### src/sv/edit_distance_engine_core_macros.svh
// Assertion macros shared by the edit distance engine RTL.
// Depends on nothing; files that check their own logic include it by name.
`ifndef EDIT_DISTANCE_ENGINE_CORE_MACROS_SVH
`define EDIT_DISTANCE_ENGINE_CORE_MACROS_SVH
`ifndef SYNTHESIS
// Same-cycle implication, checked at every rising edge outside reset.
`define ED_ASSERT_NOW(lbl, clk, rst_n, ante, cons) \
    lbl: assert property (@(posedge clk) disable iff (!rst_n) (ante) |-> (cons)) \
        else $error("edit distance engine check failed");
// Next-cycle implication, checked at every rising edge outside reset.
`define ED_ASSERT_NEXT(lbl, clk, rst_n, ante, cons) \
    lbl: assert property (@(posedge clk) disable iff (!rst_n) (ante) |=> (cons)) \
        else $error("edit distance engine check failed");
`else
`define ED_ASSERT_NOW(lbl, clk, rst_n, ante, cons)
`define ED_ASSERT_NEXT(lbl, clk, rst_n, ante, cons)
`endif
`endif

### src/sv/ed_pkg.sv
// Shared types and constants for the edit distance engine.
// Depends on nothing; used by the interfaces, the cell and the top level.
package ed_pkg;

    localparam int CHAR_W = 8;
    localparam int OP_W   = 2;
    localparam int DIST_W = 7;

    localparam logic [OP_W-1:0] OP_APPEND_FIRST  = 2'd0;
    localparam logic [OP_W-1:0] OP_APPEND_SECOND = 2'd1;
    localparam logic [OP_W-1:0] OP_COMPUTE       = 2'd2;

    localparam logic [DIST_W-1:0] DIST_MAX = 7'd127;

    // Control that travels alongside each row of the wavefront.
    typedef struct packed {
        logic              valid;
        logic              last;
        logic [CHAR_W-1:0] ch;
    } t_wave_ctl;

endpackage

### src/sv/ed_cell.sv
// One column cell of the edit distance chain: holds one character of the
// second string and its column cost. Depends on ed_pkg for t_wave_ctl.
module ed_cell #(
    parameter int CW  = 7,
    parameter int IDX = 0
) (
    input  logic                      i_clk,
    input  logic                      i_rst_n,
    input  logic                      i_init,
    input  logic                      i_wr_en,
    input  logic [CW-1:0]             i_wr_idx,
    input  logic [ed_pkg::CHAR_W-1:0] i_wr_char,
    input  logic [CW-1:0]             i_col_cnt,
    input  ed_pkg::t_wave_ctl         i_ctl,
    input  logic [CW-1:0]             i_left,
    input  logic [CW-1:0]             i_diag,
    output ed_pkg::t_wave_ctl         o_ctl,
    output logic [CW-1:0]             o_left,
    output logic [CW-1:0]             o_diag
);

    localparam logic [CW-1:0] INIT_COST = CW'(IDX + 1);

    logic [ed_pkg::CHAR_W-1:0] r_ch;
    logic [CW-1:0]             r_up;
    ed_pkg::t_wave_ctl         r_ctl;
    logic [CW-1:0]             r_left;
    logic [CW-1:0]             r_diag;

    logic          w_active;
    logic [CW-1:0] w_min2;
    logic [CW-1:0] w_min3;
    logic [CW-1:0] w_cost;

    // Cells past the end of the second string only forward the row cost.
    assign w_active = CW'(IDX) < i_col_cnt;
    assign w_min2   = (i_diag < r_up) ? i_diag : r_up;
    assign w_min3   = (w_min2 < i_left) ? w_min2 : i_left;
    assign w_cost   = (i_ctl.ch == r_ch) ? i_diag : w_min3 + CW'(1);

    always_ff @(posedge i_clk) begin
        if (!i_rst_n) begin
            r_ctl <= '0;
        end else begin
            r_ctl <= i_ctl;
        end
    end

    always_ff @(posedge i_clk) begin
        if (i_wr_en && (i_wr_idx == CW'(IDX))) begin
            r_ch <= i_wr_char;
        end
        if (i_init) begin
            r_up <= INIT_COST;
        end else if (i_ctl.valid && w_active) begin
            r_up <= w_cost;
        end
        if (i_ctl.valid) begin
            r_left <= w_active ? w_cost : i_left;
            r_diag <= r_up;
        end
    end

    assign o_ctl  = r_ctl;
    assign o_left = r_left;
    assign o_diag = r_diag;

endmodule

### config.mk
export PLATFORM = sky130hd
export DESIGN_NAME = ed_cell
export DESIGN_NICKNAME = d
export VERILOG_FILES = /design/src/sv/edit_distance_engine_core_macros.svh /design/src/sv/ed_pkg.sv /design/src/sv/ed_cell.sv
export SDC_FILE = /design/constraint.sdc
export NUM_CORES = 1
export LEC_CHECK = 0
export BUFFER_PORTS_ARGS = -buffer_cell sky130_fd_sc_hd__clkbuf_2
export CORE_AREA = 2 2 69 71
export CTS_BUF_LIST = sky130_fd_sc_hd__clkbuf_4 sky130_fd_sc_hd__clkbuf_8
export CTS_CLUSTER_DIAMETER = 200
export CTS_CLUSTER_SIZE = 20
export DETAILED_ROUTE_END_ITERATION = 8
export DIE_AREA = 0 0 71 73
export PLACE_DENSITY = 0.79
export SETUP_SLACK_MARGIN = 0.2
export SYNTH_ARGS = -nofsm -noshare
export SYNTH_HDL_FRONTEND = slang
export SYNTH_SLANG_ARGS = --single-unit
### constraint.sdc
create_clock -name i_clk -period 7.5 [get_ports i_clk]
set_clock_uncertainty 0.15 [all_clocks]
set_input_delay 2.25 -clock i_clk [delete_from_list [all_inputs] [get_ports i_clk]]
set_output_delay 2.25 -clock i_clk [all_outputs]
set_load 0.005 [all_outputs]
==> impl_metrics.csv <==
group,metric,value,unit
final_layout,seqCellArea,1001,sq um
final_layout,areaGrowthSynthToFinish,23.16,%
final_layout,post-route-util,60.14,%
synthesis,syn-cell-area,2215,sq um
synthesis,synth_top_cell_by_area,"edfxtp_1",
die,die_w,71,microns
clock_tree,clockBufferDepth,2,
synthesis,synth_edf_count,22,
critical_path,timing.rr.end,"o_left[6]$_DFFE_PP_",
pwr,swShare,32.06,%
detailed_routing,drt_iter0_markers,118,
grt,grt_overflow,0,
final_layout,drive_gt1_share,28.76,%
synthesis,synth_area_leaders,"edfxtp_1 30%, dfxtp_1 15%, ha_1 7.3%",
critical_path,start_kind,"input pin",
pwr,power_frac_comb,35.6,%
critical_path,crit_path_cell_trace,"clkbuf_2, ha_1, a21o_1, a31oi_1, o221a_2, o21ai_0, ha_1, a211oi_1, nor2_1, nor4_1, mux2_2, nor2_4, a21oi_1, ha_1, nand3_1, nor3_1, xnor2_1, o311ai_0, a31oi_1",
timing,holdWs,0.3501,ns
grt,grt_pass1_wl,8397,microns
place,routabilityCongestion,0.9326,
critical_path,critPathMaxFanout,20,
flow_run,cap_violations,0,
synthesis,syn-instance-count,223,
critical_path,cp_common_cell,"ha_1",
pwr,p_int,0.0004573,W
grt,grt_pass1_vias,1714,
place,io_buffers,73,
hold_path,min-delay-start,"r_up[5]$_SDFFE_PP0P_",
timing,final_hold_viol_count,0,
clock_tree,cts_sinks,39,
detailed_routing,totalWireLength,5230,microns
critical_path,critical_path_class,"input pin to register",
clock_tree,numCtsBuffers,5,
grt,grt_use_total,20.61,%
die,rows,25,
timing,rsz0062_at_grt,"false",
critical_path,path_buf_inv,1,
critical_path,r2r_slack,2.23,ns
pwr,irDropWorstVdd,159.4,uV
synthesis,synth_flop_cell,"edfxtp_1",
critical_path,required,7.36,ns
timing,period_needed,6.795,ns
timing,finalSetupViolCount,0,
timing,fmax,0.1472,GHz
timing,slew_headroom,62.26,%
die,initial_core_util,48.83,%
synthesis,netlist.area_leader.share,29.83,%
pwr,power.leakage,1.228,nW
synthesis,seq_area_frac_synth,45.20,%
die,fp.dieH,73,microns
critical_path,critPathMaxStageDelay,0.50,ns
die,core,4536,sq um
timing,tightest_slew,0.5518,ns
clock_tree,post_cts_resize_count,0,
clock_tree,cts_tree,"done",
critical_path,reg2reg_depth,19,
detailed_routing,via_per_inst,5.402,
clock_tree,htreeDepth,2,
synthesis,syn_nets,286,
pwr,power,0.0006730,W
synthesis,synth-seq-cells,39,
pwr,p_clk_share,22.3,%
detailed_routing,drc_errors,0,
clock_tree,cts_hold_buffers,0,
clock_tree,clockRootBuffer,"clkbuf_8",
final_layout,antenna_cells,0,
synthesis,avgSynthCellArea,9.931,sq um
hold_path,whs_path_depth,0,
critical_path,setup.worst_path.end,"o_left[6]$_DFFE_PP_",
outcome,outcome,"complete, no violations",
critical_path,end_kind,"register",
detailed_routing,final_antenna_net_count,0,
pwr,p_per_area,246.7,nW/um^2
die,io-pin-count,74,
clock_tree,clkTransAtPathRegs,0.07,ns
hold_path,min_path_type,"register to register",
die,die-area,5183,sq um
synthesis,ys_async_sr_fraction,0,%
timing,setup_tns,0,ns
pwr,power.net_switching,0.0002157,W
clock_tree,post_cts.repair.setup_buffers,0,
final_layout,num-nets-final,361,
critical_path,slowest_stage,"o221a_2",
grt,grt_max_degree,21,
grt,grt_antenna_before_repair,0,
detailed_routing,vias,1907,
clock_tree,worst_skew_pair.late_latency,0.28,ns
detailed_routing,dr.pass1.iters,4,
critical_path,cp.depth,19,
timing,drv_slew,0,
final_layout,fillers,382,
synthesis,synth_cell_types,37,
critical_path,crit_family,"compound AO/OA/AOI/OAI gates",
critical_path,startpoint,"i_diag[2]",
synthesis,ys_warn_count,0,
final_layout,multi_input_area,1135,sq um
critical_path,r2r_start,"r_up[2]$_SDFFE_PP0P_",
critical_path,arrival,6.65,ns
place,dp_hpwl,4130,microns
detailed_routing,wl_per_cell,14.82,microns
pwr,seq_power_share,42.1,%
timing,timing.final.crit_share,90.60,%
registers in the layout, indices dropped and copies added (netlist names):
| register | flops |
|---|---|
| o_ctl | 10 |
| r_ch | 8 |
| o_diag | 7 |
| o_left | 7 |
| r_up | 7 |
routing by layer:
| layer | vias up | global-route usage, % | share of wire, % |
|---|---|---|---|
| li1 | 963 | - | - |
| met1 | 858 | 28.45 | 43 |
| met2 | 79 | 33.85 | 50 |
| met3 | 7 | 3.729 | 6.2 |
| met4 | 0 | 5.031 | 1.1 |
| met5 | - | 0 | 0 |
how the worst min path moves through the flow:
stage	to	slack (ns)
floorplan	o_diag[3]$_DFFE_PP_	0.30
global placement	o_diag[5]$_DFFE_PP_	0.32
detailed placement	o_diag[5]$_DFFE_PP_	0.32
CTS	o_diag[5]$_DFFE_PP_	0.35
global route	o_diag[3]$_DFFE_PP_	0.38
finish	o_diag[5]$_DFFE_PP_	0.35
cells in the final DEF (no fill, tap or decap), drive strengths merged, types with 6 or more instances in the layout:
cell    instances
clkbuf         80
edfxtp         22
nor2           18
dfxtp          17
nand2          16
inv            14
and2           13
ha             13
xor2           11
xnor2          11
nand3          10
o21ai           9
a21oi           9
nor4            6
synth_stat cells, types with 3 or more instances:
cell type and n:
and3_1 3, or3_1 4, clkbuf_1 5, nor3_1 5, a311oi_1 3, dfxtp_1 17
a31oi_1 3, nor2_1 17, nor4_1 6, ha_1 13, mux2i_1 5, and2_1 13
edfxtp_1 22, nand2_1 16, a21oi_1 9, xnor2_1 11, nand3_1 10, inv_1 13
a22o_1 4, xor2_1 11, o21ai_0 9, a211oi_1 4
logic make-up after synthesis:
logic type	count (synthesis)	synth area share, %
compound gates	43	13.33
buf+inv	19	3.560
mux	7	3.446
fa+ha+maj	13	7.345
simple gates	80	18.42
flops	39	45.20
xor+xnor	22	8.700
final cells by class:
class,instances,share of cell area [%]
Sequential cell,39,36.70
Timing Repair Buffer,74,13.67
Clock inverter,1,0.2294
Multi-Input combinational cell,165,41.61
Tap cell,54,2.477
Clock buffer,7,3.532
Inverter,13,1.789
power by group through the flow:
stage | Clock [W] | Combinational [W] | Sequential, W
after CTS | 0.000154 | 0.000237 | 0.000283
after global routing | 0.000163 | 0.000266 | 0.000286
final | 0.000150 | 0.000240 | 0.000283
after floorplan | 0 | 0.000155 | 0.000285
after global placement | 0 | 0.000230 | 0.000286
after detailed placement | 0 | 0.000235 | 0.000287
stage by stage:
stage               area (sq um)  setup slack, ns  std cells
finish                      2728           0.7051        353
global route                2728           0.3555        353
CTS                         2728           0.7893        353
detailed placement          2625           0.5804        345
global placement            2625           0.8124        345
floorplan                   2215           0.9856        223
(Power assumes the default switching activity.)
